`src/hdl/kdst_pkg.sv`:
```
// Shared types and constants for the keyed device state table.
// Depends on nothing; kdst_ctrl, kdst_dp, the top module and the testbench import it.
`timescale 1ns / 1ps

package kdst_pkg;

  localparam int DEPTH_DEFAULT = 64;
  localparam int COUNT_MAX     = 127;

  typedef enum logic [1:0] {
    CMD_INSERT = 2'd0,
    CMD_UPDATE = 2'd1,
    CMD_DELETE = 2'd2,
    CMD_NONE   = 2'd3
  } kdst_cmd_code_t;

  typedef enum logic [1:0] {
    STAT_DONE      = 2'd0,
    STAT_NOT_FOUND = 2'd1,
    STAT_DUPLICATE = 2'd2,
    STAT_FULL      = 2'd3
  } kdst_status_t;

  typedef enum logic [2:0] {
    ST_CLEAR,
    ST_IDLE,
    ST_SCAN,
    ST_DRAIN,
    ST_FINISH
  } kdst_state_t;

  typedef struct packed {
    logic        valid;
    logic [7:0]  vehicle;
    logic [15:0] device;
    logic [7:0]  state;
  } kdst_entry_t;

  // Controller to datapath
  typedef struct packed {
    logic start;
    logic rd_en;
    logic clr_wr;
    logic cnt_inc;
    logic cnt_clr;
    logic commit;
  } kdst_cmd_t;

  // Datapath to controller
  typedef struct packed {
    logic cnt_last;
    logic out_busy;
  } kdst_stat_t;

endpackage

```
`src/hdl/kdst_if.sv`:
```
// Valid/ready channel interfaces for the command and result transfers.
// Depends on nothing but plain logic types.
`timescale 1ns / 1ps

interface kdst_in_if;
  logic        valid;
  logic        ready;
  logic [1:0]  command;
  logic [7:0]  vehicle_tag;
  logic [15:0] device_id;
  logic [7:0]  new_state;

  modport source (output valid, command, vehicle_tag, device_id, new_state,
                  input ready);
  modport sink   (input valid, command, vehicle_tag, device_id, new_state,
                  output ready);
endinterface

interface kdst_out_if;
  logic       valid;
  logic       ready;
  logic [1:0] status;
  logic [6:0] entry_count;
  logic [6:0] zero_state_count;

  modport source (output valid, status, entry_count, zero_state_count,
                  input ready);
  modport sink   (input valid, status, entry_count, zero_state_count,
                  output ready);
endinterface

```
`src/hdl/kdst_ctrl.sv`:
```
// Sequencer for the table: clearing pass, key scan, commit and result hand-off.
// Depends on kdst_pkg.
`timescale 1ns / 1ps

module kdst_ctrl
  import kdst_pkg::*;
(
  input  logic       clk,
  input  logic       rst_n,
  input  logic       in_valid,
  output logic       in_ready,
  input  kdst_stat_t stat,
  output kdst_cmd_t  cmd
);

  kdst_state_t state_r, state_nxt;

  always_ff @(posedge clk) begin
    if (!rst_n) begin
      state_r <= ST_CLEAR;
    end else begin
      state_r <= state_nxt;
    end
  end

  always_comb begin
    state_nxt = state_r;
    cmd       = '0;
    in_ready  = 1'b0;
    case (state_r)
      ST_CLEAR: begin
        cmd.clr_wr  = 1'b1;
        cmd.cnt_inc = 1'b1;
        if (stat.cnt_last) begin
          cmd.cnt_clr = 1'b1;
          state_nxt   = ST_IDLE;
        end
      end
      ST_IDLE: begin
        in_ready = 1'b1;
        if (in_valid) begin
          cmd.start   = 1'b1;
          cmd.cnt_clr = 1'b1;
          state_nxt   = ST_SCAN;
        end
      end
      ST_SCAN: begin
        cmd.rd_en   = 1'b1;
        cmd.cnt_inc = 1'b1;
        if (stat.cnt_last) begin
          cmd.cnt_clr = 1'b1;
          state_nxt   = ST_DRAIN;
        end
      end
      // last read data is compared here
      ST_DRAIN: begin
        state_nxt = ST_FINISH;
      end
      ST_FINISH: begin
        // hold until the result register can take the new result
        if (!stat.out_busy) begin
          cmd.commit = 1'b1;
          state_nxt  = ST_IDLE;
        end
      end
      default: begin
        state_nxt = ST_CLEAR;
      end
    endcase
  end

endmodule

```
`src/hdl/kdst_dp.sv`:
```
// Datapath: entry memory, scan counter, key compare, counts and result register.
// Depends on kdst_pkg.
`timescale 1ns / 1ps

module kdst_dp
  import kdst_pkg::*;
#(
  parameter int TABLE_DEPTH = DEPTH_DEFAULT
) (
  input  logic        clk,
  input  logic        rst_n,
  input  kdst_cmd_t   cmd,
  output kdst_stat_t  stat,
  input  logic [1:0]  in_command,
  input  logic [7:0]  in_vehicle_tag,
  input  logic [15:0] in_device_id,
  input  logic [7:0]  in_new_state,
  output logic        out_valid,
  input  logic        out_ready,
  output logic [1:0]  out_status,
  output logic [6:0]  out_entry_count,
  output logic [6:0]  out_zero_state_count
);

  localparam int AW = (TABLE_DEPTH > 1) ? $clog2(TABLE_DEPTH) : 1;
  localparam int CW = $clog2(TABLE_DEPTH + 1);

  kdst_entry_t mem [TABLE_DEPTH];
  kdst_entry_t rd_q_r;

  logic [AW-1:0] cnt_r;
  logic          rd_pend_r;
  logic [AW-1:0] rd_idx_r;

  logic [1:0]  cmd_r;
  logic [7:0]  veh_r;
  logic [15:0] dev_r;
  logic [7:0]  st_r;

  logic          hit_r;
  logic [AW-1:0] hit_idx_r;
  logic          hit_zero_r;
  logic          free_r;
  logic [AW-1:0] free_idx_r;

  logic [CW-1:0] held_r, held_nxt;
  logic [CW-1:0] zero_r, zero_nxt;

  logic          out_valid_r;
  logic [1:0]    status_r;
  logic [6:0]    entry_cnt_r;
  logic [6:0]    zero_cnt_r;

  logic          wr_en;
  logic [AW-1:0] wr_addr;
  kdst_entry_t   wr_data;
  kdst_status_t  status_nxt;

  function automatic logic [6:0] sat_count(input logic [CW-1:0] c);
    logic [31:0] wide;
    wide = {{(32-CW){1'b0}}, c};
    return (wide > 32'(COUNT_MAX)) ? 7'(COUNT_MAX) : wide[6:0];
  endfunction

  assign stat.cnt_last = (cnt_r == AW'(TABLE_DEPTH - 1));
  assign stat.out_busy = out_valid_r && !out_ready;

  always_ff @(posedge clk) begin
    if (!rst_n) begin
      cnt_r <= '0;
    end else if (cmd.cnt_clr) begin
      cnt_r <= '0;
    end else if (cmd.cnt_inc) begin
      cnt_r <= cnt_r + 1'b1;
    end
  end

  always_ff @(posedge clk) begin
    if (cmd.start) begin
      cmd_r <= in_command;
      veh_r <= in_vehicle_tag;
      dev_r <= in_device_id;
      st_r  <= in_new_state;
    end
  end

  // Commit: decide the outcome from the scan results
  always_comb begin
    wr_en      = 1'b0;
    wr_addr    = hit_idx_r;
    wr_data    = '{valid: 1'b1, vehicle: veh_r, device: dev_r, state: st_r};
    held_nxt   = held_r;
    zero_nxt   = zero_r;
    status_nxt = STAT_NOT_FOUND;
    case (kdst_cmd_code_t'(cmd_r))
      CMD_INSERT: begin
        if (hit_r) begin
          status_nxt = STAT_DUPLICATE;
        end else if (!free_r) begin
          status_nxt = STAT_FULL;
        end else begin
          status_nxt = STAT_DONE;
          wr_en      = 1'b1;
          wr_addr    = free_idx_r;
          held_nxt   = held_r + 1'b1;
          zero_nxt   = zero_r + CW'(st_r == 8'd0);
        end
      end
      CMD_UPDATE: begin
        if (hit_r) begin
          status_nxt = STAT_DONE;
          wr_en      = 1'b1;
          zero_nxt   = zero_r - CW'(hit_zero_r) + CW'(st_r == 8'd0);
        end
      end
      CMD_DELETE: begin
        if (hit_r) begin
          status_nxt    = STAT_DONE;
          wr_en         = 1'b1;
          wr_data.valid = 1'b0;
          held_nxt      = held_r - 1'b1;
          zero_nxt      = zero_r - CW'(hit_zero_r);
        end
      end
      default: begin
        status_nxt = STAT_NOT_FOUND;
      end
    endcase
  end

  // Single write port: clearing pass or commit; registered read port for the scan
  always_ff @(posedge clk) begin
    if (cmd.clr_wr) begin
      mem[cnt_r] <= '0;
    end else if (cmd.commit && wr_en) begin
      mem[wr_addr] <= wr_data;
    end
    if (cmd.rd_en) begin
      rd_q_r <= mem[cnt_r];
    end
  end

  always_ff @(posedge clk) begin
    if (!rst_n) begin
      rd_pend_r <= 1'b0;
    end else begin
      rd_pend_r <= cmd.rd_en;
    end
    rd_idx_r <= cnt_r;
  end

  always_ff @(posedge clk) begin
    if (!rst_n) begin
      hit_r  <= 1'b0;
      free_r <= 1'b0;
    end else if (cmd.start) begin
      hit_r  <= 1'b0;
      free_r <= 1'b0;
    end else if (rd_pend_r) begin
      if (rd_q_r.valid && rd_q_r.vehicle == veh_r && rd_q_r.device == dev_r) begin
        hit_r <= 1'b1;
      end
      // keep the lowest free slot
      if (!rd_q_r.valid && !free_r) begin
        free_r <= 1'b1;
      end
    end
  end

  always_ff @(posedge clk) begin
    if (rd_pend_r) begin
      if (rd_q_r.valid && rd_q_r.vehicle == veh_r && rd_q_r.device == dev_r) begin
        hit_idx_r  <= rd_idx_r;
        hit_zero_r <= (rd_q_r.state == 8'd0);
      end
      if (!rd_q_r.valid && !free_r) begin
        free_idx_r <= rd_idx_r;
      end
    end
  end

  always_ff @(posedge clk) begin
    if (!rst_n) begin
      held_r <= '0;
      zero_r <= '0;
    end else if (cmd.commit) begin
      held_r <= held_nxt;
      zero_r <= zero_nxt;
    end
  end

  always_ff @(posedge clk) begin
    if (!rst_n) begin
      out_valid_r <= 1'b0;
    end else if (cmd.commit) begin
      out_valid_r <= 1'b1;
    end else if (out_ready) begin
      out_valid_r <= 1'b0;
    end
    if (cmd.commit) begin
      status_r    <= status_nxt;
      entry_cnt_r <= sat_count(held_nxt);
      zero_cnt_r  <= sat_count(zero_nxt);
    end
  end

  assign out_valid            = out_valid_r;
  assign out_status           = status_r;
  assign out_entry_count      = entry_cnt_r;
  assign out_zero_state_count = zero_cnt_r;

  a_held_bound: assert property (@(posedge clk) disable iff (!rst_n)
    held_r <= CW'(TABLE_DEPTH))
    else $error("held count above table depth");

  a_zero_le_held: assert property (@(posedge clk) disable iff (!rst_n)
    zero_r <= held_r)
    else $error("zero-state count above held count");

  a_commit_space: assert property (@(posedge clk) disable iff (!rst_n)
    cmd.commit |-> !(out_valid_r && !out_ready))
    else $error("result overwritten before transfer");

  a_start_clears: assert property (@(posedge clk) disable iff (!rst_n)
    cmd.start |=> (!hit_r && !free_r))
    else $error("scan flags not cleared at command start");

endmodule

```
`src/hdl/keyed_device_state_table.sv`:
```
// Keyed device state table: a table of (vehicle, device) keyed state bytes.
// Each command is accepted in the idle state; the entry memory is then scanned
// through its single registered read port, the last entry is compared in a drain
// state and the commit waits until the output register is free. No new command
// is taken before the commit, and the result then waits in an output register.
// After reset a clearing pass writes each entry once before any command is taken.
// Inserts use the lowest free slot; counts above 127 read as 127.
// Depends on kdst_pkg, kdst_if, kdst_ctrl and kdst_dp.
`timescale 1ns / 1ps

module keyed_device_state_table
  import kdst_pkg::*;
#(
  parameter int TABLE_DEPTH = DEPTH_DEFAULT
) (
  input  logic         clk,
  input  logic         rst_n,
  kdst_in_if.sink      in_ch,
  kdst_out_if.source   out_ch
);

  kdst_cmd_t  cmd;
  kdst_stat_t stat;
  logic       in_ready;

  assign in_ch.ready = in_ready;

  kdst_ctrl u_ctrl (
    .clk      (clk),
    .rst_n    (rst_n),
    .in_valid (in_ch.valid),
    .in_ready (in_ready),
    .stat     (stat),
    .cmd      (cmd)
  );

  kdst_dp #(
    .TABLE_DEPTH (TABLE_DEPTH)
  ) u_dp (
    .clk                  (clk),
    .rst_n                (rst_n),
    .cmd                  (cmd),
    .stat                 (stat),
    .in_command           (in_ch.command),
    .in_vehicle_tag       (in_ch.vehicle_tag),
    .in_device_id         (in_ch.device_id),
    .in_new_state         (in_ch.new_state),
    .out_valid            (out_ch.valid),
    .out_ready            (out_ch.ready),
    .out_status           (out_ch.status),
    .out_entry_count      (out_ch.entry_count),
    .out_zero_state_count (out_ch.zero_state_count)
  );

endmodule

```
`src/flat_wrapper.sv`:
```
// flat-port wrapper written by rule: the top's interface ports become plain ports
module keyed_device_state_table_flat import kdst_pkg::*;
#(
  parameter int TABLE_DEPTH = DEPTH_DEFAULT
)
  (clk, rst_n, in_ch_valid, in_ch_command, in_ch_vehicle_tag, in_ch_device_id, in_ch_new_state, in_ch_ready, out_ch_valid, out_ch_status, out_ch_entry_count, out_ch_zero_state_count, out_ch_ready);
  kdst_in_if in_ch_i ();
  kdst_out_if out_ch_i ();
  input  logic clk;
  input  logic rst_n;
  input wire logic [$bits(in_ch_i.valid)-1:0] in_ch_valid;
  input wire logic [$bits(in_ch_i.command)-1:0] in_ch_command;
  input wire logic [$bits(in_ch_i.vehicle_tag)-1:0] in_ch_vehicle_tag;
  input wire logic [$bits(in_ch_i.device_id)-1:0] in_ch_device_id;
  input wire logic [$bits(in_ch_i.new_state)-1:0] in_ch_new_state;
  output wire logic [$bits(in_ch_i.ready)-1:0] in_ch_ready;
  output wire logic [$bits(out_ch_i.valid)-1:0] out_ch_valid;
  output wire logic [$bits(out_ch_i.status)-1:0] out_ch_status;
  output wire logic [$bits(out_ch_i.entry_count)-1:0] out_ch_entry_count;
  output wire logic [$bits(out_ch_i.zero_state_count)-1:0] out_ch_zero_state_count;
  input wire logic [$bits(out_ch_i.ready)-1:0] out_ch_ready;
  assign in_ch_i.valid = in_ch_valid;
  assign in_ch_i.command = in_ch_command;
  assign in_ch_i.vehicle_tag = in_ch_vehicle_tag;
  assign in_ch_i.device_id = in_ch_device_id;
  assign in_ch_i.new_state = in_ch_new_state;
  assign in_ch_ready = in_ch_i.ready;
  assign out_ch_valid = out_ch_i.valid;
  assign out_ch_status = out_ch_i.status;
  assign out_ch_entry_count = out_ch_i.entry_count;
  assign out_ch_zero_state_count = out_ch_i.zero_state_count;
  assign out_ch_i.ready = out_ch_ready;
  keyed_device_state_table #(.TABLE_DEPTH(TABLE_DEPTH)) u_core (.clk(clk), .rst_n(rst_n), .in_ch(in_ch_i), .out_ch(out_ch_i));
endmodule
```
`config.mk`:
```
export PLATFORM = sky130hd
export DESIGN_NAME = keyed_device_state_table_flat
export DESIGN_NICKNAME = d
export VERILOG_FILES = /design/src/hdl/kdst_pkg.sv /design/src/hdl/kdst_if.sv /design/src/hdl/kdst_ctrl.sv /design/src/hdl/kdst_dp.sv /design/src/hdl/keyed_device_state_table.sv /design/src/flat_wrapper.sv
export SDC_FILE = /design/constraint.sdc
export NUM_CORES = 2
export LEC_CHECK = 0
export ABC_AREA = 1
export BUFFER_PORTS_ARGS = -buffer_cell sky130_fd_sc_hd__buf_4
export CAP_MARGIN = 20
export CORE_MARGIN = 10
export CORE_UTILIZATION = 60
export CTS_CLUSTER_DIAMETER = 30
export DETAILED_ROUTE_END_ITERATION = 16
export PLACE_DENSITY = 0.73
export SYNTH_ARGS = -nofsm -noshare
export SYNTH_HDL_FRONTEND = slang
export SYNTH_SLANG_ARGS = --single-unit
export TNS_END_PERCENT = 100
```
`constraint.sdc`:
```
create_clock -name clk -period 10 [get_ports clk]
set_clock_uncertainty 0.15 [all_clocks]
set_input_delay 1.5 -clock clk [delete_from_list [all_inputs] [get_ports clk]]
set_output_delay 1.5 -clock clk [all_outputs]
set_load 0.1 [all_outputs]
```
# == After elaboration in Yosys (flattened, before gate mapping) ==
# Memories as Yosys holds them, arrays and structs flattened. A register that Yosys moved wholly into a read port is not among the register bits.
# Index checks and enable logic that the tools add are counted.
# totals
register_bits,96
output_inout_bits,18
elab_cells,108
mem_bits_rw,2112
n_memories,1
# memory_table
name,words,word_bits,rd,rd_clocked_by_memory_dff,wr,line,text
u_core.u_dp.mem,64,33,1,1,1,kdst_dp.sv:28,kdst_entry_t mem [TABLE_DEPTH];
# classes
eq_ne,13
bitwise,1
n_addsub,6
muxes,47
n_reduce_logical,21
# ops
operator,count
$mux W7,7
$mux W33,1
$reduce_or A33 Y1,1
$mux W6,4
$mux W1,23
$pmux W7 S3,1
$eq A16 B16 Y1,1
$logic_not A8 Y1,2
$pmux W3 S5,1
$add A7 B1 Y7,2
$pmux W7 S2,1
$mux W3,4
$eq A8 B8 Y1,1
$reduce_or A2 Y1,4
$add A7 B1 Y7 const B,1
$sub A7 B1 Y7,1
$sub A7 B1 Y7 const B,1
$add A6 B1 Y6 const B,1
$eq A3 B2 Y1 const B,2
$eq A6 B6 Y1 const B,1
$logic_and A1 B1 Y1,5
$mux W2,2
$ne A2 B1 Y1 const B,2
$ne A2 B2 Y1 const B,2
other kinds (13),17

# == Logic depth before layout (Yosys ltp) ==
# depth
word_depth,10
depth_mapped,16
mapped_depth_nobuf,16

# == Hierarchy ==
# From an unflattened synthesis, not the netlist that was laid out.
# unflattened
cells_unflattened,6743
hier_area_um2,88419.8
# modules_own_cells
module,cells_each,area_each_um2,n_inst,seq_area_each_um2
kdst_dp,6709,88213.4,1,66904.2
kdst_ctrl,34,206.4,1,60.1

# == Least setup slack after synthesis ==
# No wires, ideal clock.
# synth_path
path_type,flip-flop to flip-flop
start,register u_core.u_ctrl.state_r[0]
end,register u_core.u_dp.cnt_r[2]
setup_ps,133
required_ps,9717
path_slack_ps,4837
t_arrival_ps,4880
period_less_slack_ps,5163
n_path_buf,0
stages_incl_launch_ff,9
path_cell_list,dfxtp_1 > inv_1 > nor3_1 > inv_1 > nor2_1 > nor2_1 > o21ai_0 > o21bai_1 > a21oi_1
# synth_via
elab_chain_cells,4
elab_cells_between_ends,7
# synth_rtl
item,line,text
"start, declared",kdst_ctrl.sv:16,"kdst_state_t state_r, state_nxt;"
"start signal, assigned",kdst_ctrl.sv:22,state_r <= state_nxt;
$eq A3 B2 Y1 or $logic_not A3 Y1 (tied branches),kdst_ctrl.sv:30,case (state_r)
$reduce_or A2 Y1 (no line),-,
$pmux W1 S2,kdst_ctrl.sv:30,
$reduce_or A2 Y1 (no line),-,
"end signal, assigned",kdst_dp.sv:74,cnt_r <= cnt_r + 1'b1;
"end, declared",kdst_dp.sv:31,logic [AW-1:0] cnt_r;
# Several ways; a longest one is shown, not always the timed one.
# A chain may end at the register's enable or synchronous reset.

==> impl_metrics.tcl <==
set metrics [dict create \
    power_switching_mw 7.425 \
    ios 56 \
    slew-limit-headroom 0.2183 \
    power_frac_seq 0.378 \
    wire_per_inst_um 28.10 \
    powerDensity_mw_per_mm2 263.4 \
    cts_tree "done" \
    synthTopCellsByArea "edfxtp_1 (75%), o21ai_0 (6.3%), nor2_1 (5.5%), o22ai_1 (2.2%), nand3_1 (1.8%)" \
    die-area_mm2 0.1628 \
    final_cells 9109 \
    setup_viol 0 \
    syn-num-nets 6766 \
    cts_resized 0 \
    ant_nets 0 \
    ys_seq_area_frac 0.7589 \
    hpwl_mm 134.6 \
    grt_max_degree 209 \
    final.setup.tns_ps 0 \
    cts_buffers 409 \
    place_inst 8339 \
    drt_iter0_markers 9077 \
    async_reset_ff_frac 0 \
    nNetsFinal 6915 \
    p_sw_frac 0.2667 \
    drt_pre_antenna_iters 8 \
    cts_buffer_depth 4 \
    rsz0062_at_grt "no" \
    syn-cell-area_mm2 0.08824 \
    numPortBuffers 55 \
    yosys.area.top_type "edfxtp_1" \
    wl_mm 255.9 \
    grt_use_met3 0.08878 \
    grt_usage 0.3049 \
    clockPowerShare 0.501 \
    grt_util_met2 0.4588 \
    grt-busiest-layer "met2" \
    p_int_mw 20.42 \
    crit_arrival_ps 5990 \
    coreArea_mm2 0.1459 \
    vias_per_cell 6.548 \
    start_util 0.6047 \
    antenna_found_initial 11 \
    met1_usage 0.4037 \
    htree_levels 5 \
    synth_top_area_frac 0.7514 \
    comb_power_share 0.121 \
    critical_path.max_fanout 94 \
    die_x_um 403.5 \
    ys_ff_latch 2241 \
    startpoint_type "flip-flop" \
    max_freq_mhz 186.4 \
    cts_hold_buf 0 \
    dr_total_vias 59645 \
    drc_errors 0 \
    tightest_slew_ps 1169 \
    period_needed_ps 5366 \
    slew_viol_final 0 \
    synth_edf_count 2208 \
    worst_slack_ps 4634 \
    num_rows 140 \
    yosysWarnings 0 \
    max-vdd-ir-drop_v 0.0002192 \
    synth_cell_types 50 \
    drive_above_1_share 0.1371 \
    root_buffer "clkbuf_16" \
    outcome "completed" \
    final_hold_viol_count 0 \
    synthFlopType "edfxtp_1" \
    first_global_vias 56972 \
    globalplace.congestion 0.9765 \
    clock-sinks 2241 \
    synthCells 6715 \
    globalRoute.totalOverflow 0 \
    period_share 0.5366 \
    worstPathRequired_ps 10630 \
    endpoint_kind "flip-flop" \
    areaGrowthSynthToFinish_pct 19.80 \
    die_h_um 403.5 \
    postCtsSetupBuffers 0 \
    p_leak_nw 31.09 \
    min_path_type "reg -> reg" \
    grt_pass1_wl_mm 370.1 \
    clk-insertion-delay-late_ps 940 \
    pre_cts_slack_ps 4336 \
    path_class "reg -> reg" \
    drv_cap 0 \
    syn_area_per_cell_um2 13.14 \
    clk_pin_slew_ps 50 \
]
## worst paths after layout
path	slack (ps)	end	cells past startpoint	startpoint
setup / recovery	4630	u_core.u_dp.rd_q_r[23]	10	u_core.u_dp.cnt_r[0]
hold / removal	280	u_core.u_dp.free_idx_r[5]	0	u_core.u_dp.rd_idx_r[5]
setup reg to reg	4630	u_core.u_dp.rd_q_r[23]	10	u_core.u_dp.cnt_r[0]
hold reg to reg	280	u_core.u_dp.free_idx_r[5]	0	u_core.u_dp.rd_idx_r[5]
## layout by cell type (no fill, tap or decap), types with 41 or more instances in the layout
cell	count
buf_12	47
o221ai_1	137
clkinv_4	43
clkinv_2	50
nand2_1	390
o211ai_1	130
inv_1	113
nand3_1	309
clkbuf_16	414
clkinv_1	50
clkinvlp_4	41
nor2_4	98
o22ai_1	304
buf_4	136
nor2_1	1205
edfxtp_1	2208
o21ai_0	1103
a21oi_1	100
bufinv_16	64
## logic make-up after synthesis
group                      synth area share
DFF                                  0.7589
and+or+nand+nor                     0.09539
AOI/OAI and AO/OA                    0.1161
buffers and inverters               0.02643
xor gates and xnor gates           0.001290
adders and majority gates          0.001843
## cell usage after synthesis, types with 2 or more instances
library cell     n
edfxtp_1      2208
nor2_1        1304
o21ai_0       1103
nand2_1        390
clkbuf_1       317
nand3_1        309
o22ai_1        304
o221ai_1       137
o211ai_1       130
inv_1          115
buf_2          102
a21oi_1        100
dfxtp_1         33
nand4_1         32
buf_1           27
ha_1            13
nor3_1          12
xor2_1           9
nor4_1           7
buf_4            5
clkinv_1         4
inv_2            4
nand2_2          4
nand3b_1         4
o21ai_2          4
xnor2_1          4
a211oi_1         3
a31oi_1          3
and2_1           2
nand2_4          2
nand3_2          2
nor2_2           2
nor3_2           2
or2_2            2
## area by class of cell
type                       instances  area, um^2
fill                            8785       40200
inverter                         125       504.2
tap                             1917        2399
timing repair buffer             191        2170
sequential                      2241       66980
clock inverter                   292        3483
multi-input combinational       3896       19690
antenna                            5       12.51
clock buffer                     442       10480
## metal layers
layer	part of all wire	wire length (um)	vias up
met5	0.00024	61	-
met4	0.057	14490	10
met3	0.13	34170	757
met2	0.45	116200	4157
met1	0.36	91040	29227
li1	-	-	25494
## power groups by stage
| stage | Clock, mW | Combinational (mW) | Sequential, mW |
|---|---|---|---|
| after global routing | 14.4 | 3.57 | 10.5 |
| after CTS | 14.0 | 3.24 | 10.5 |
| after global placement | 0 | 3.11 | 10.7 |
| final | 13.9 | 3.37 | 10.5 |
| after floorplan | 0 | 1.98 | 10.6 |
| after detailed placement | 0 | 3.19 | 10.7 |
## registers in the layout (all words and copies together) (netlist names), 3 cells and up
name                              count
u_core.u_dp.mem                    2112
u_core.u_dp.cnt_r                     6
u_core.u_dp.held_r                    7
u_core.u_dp.free_idx_r                6
u_core.u_dp.rd_idx_r                  6
u_core.u_dp.veh_r                     8
u_core.u_dp.rd_q_r                   33
u_core.u_dp.out_zero_state_count      7
u_core.u_dp.hit_idx_r                 6
u_core.u_dp.out_entry_count           7
u_core.u_ctrl.state_r                 3
u_core.u_dp.st_r                      8
u_core.u_dp.dev_r                    16
u_core.u_dp.zero_r                    7
## worst max-delay path: stages (launching register included)
cell      delay (ps)
dfxtp_4          420
buf_4            800
buf_4            890
buf_4            710
buf_4            800
o21ai_0          210
o221ai_1         240
nand3_1          220
nand3_1          420
nand2_1          130
nand3_1          120
## through the flow
step / utilization / total power, mW / area, um^2 / hold slack (ps)
CTS: 0.7200 / 27.75 / 105100 / 272.1
global placement: 0.6214 / 13.80 / 90670 / 256.5
floorplan: - / 12.62 / 88240 / 179.0
global route: 0.7244 / 28.54 / 105700 / 278.3
detailed placement: 0.6243 / 13.89 / 91100 / 260.6
finish: 0.7245 / 27.85 / 105700 / 276.8
Power figures use the tool's default switching activity.
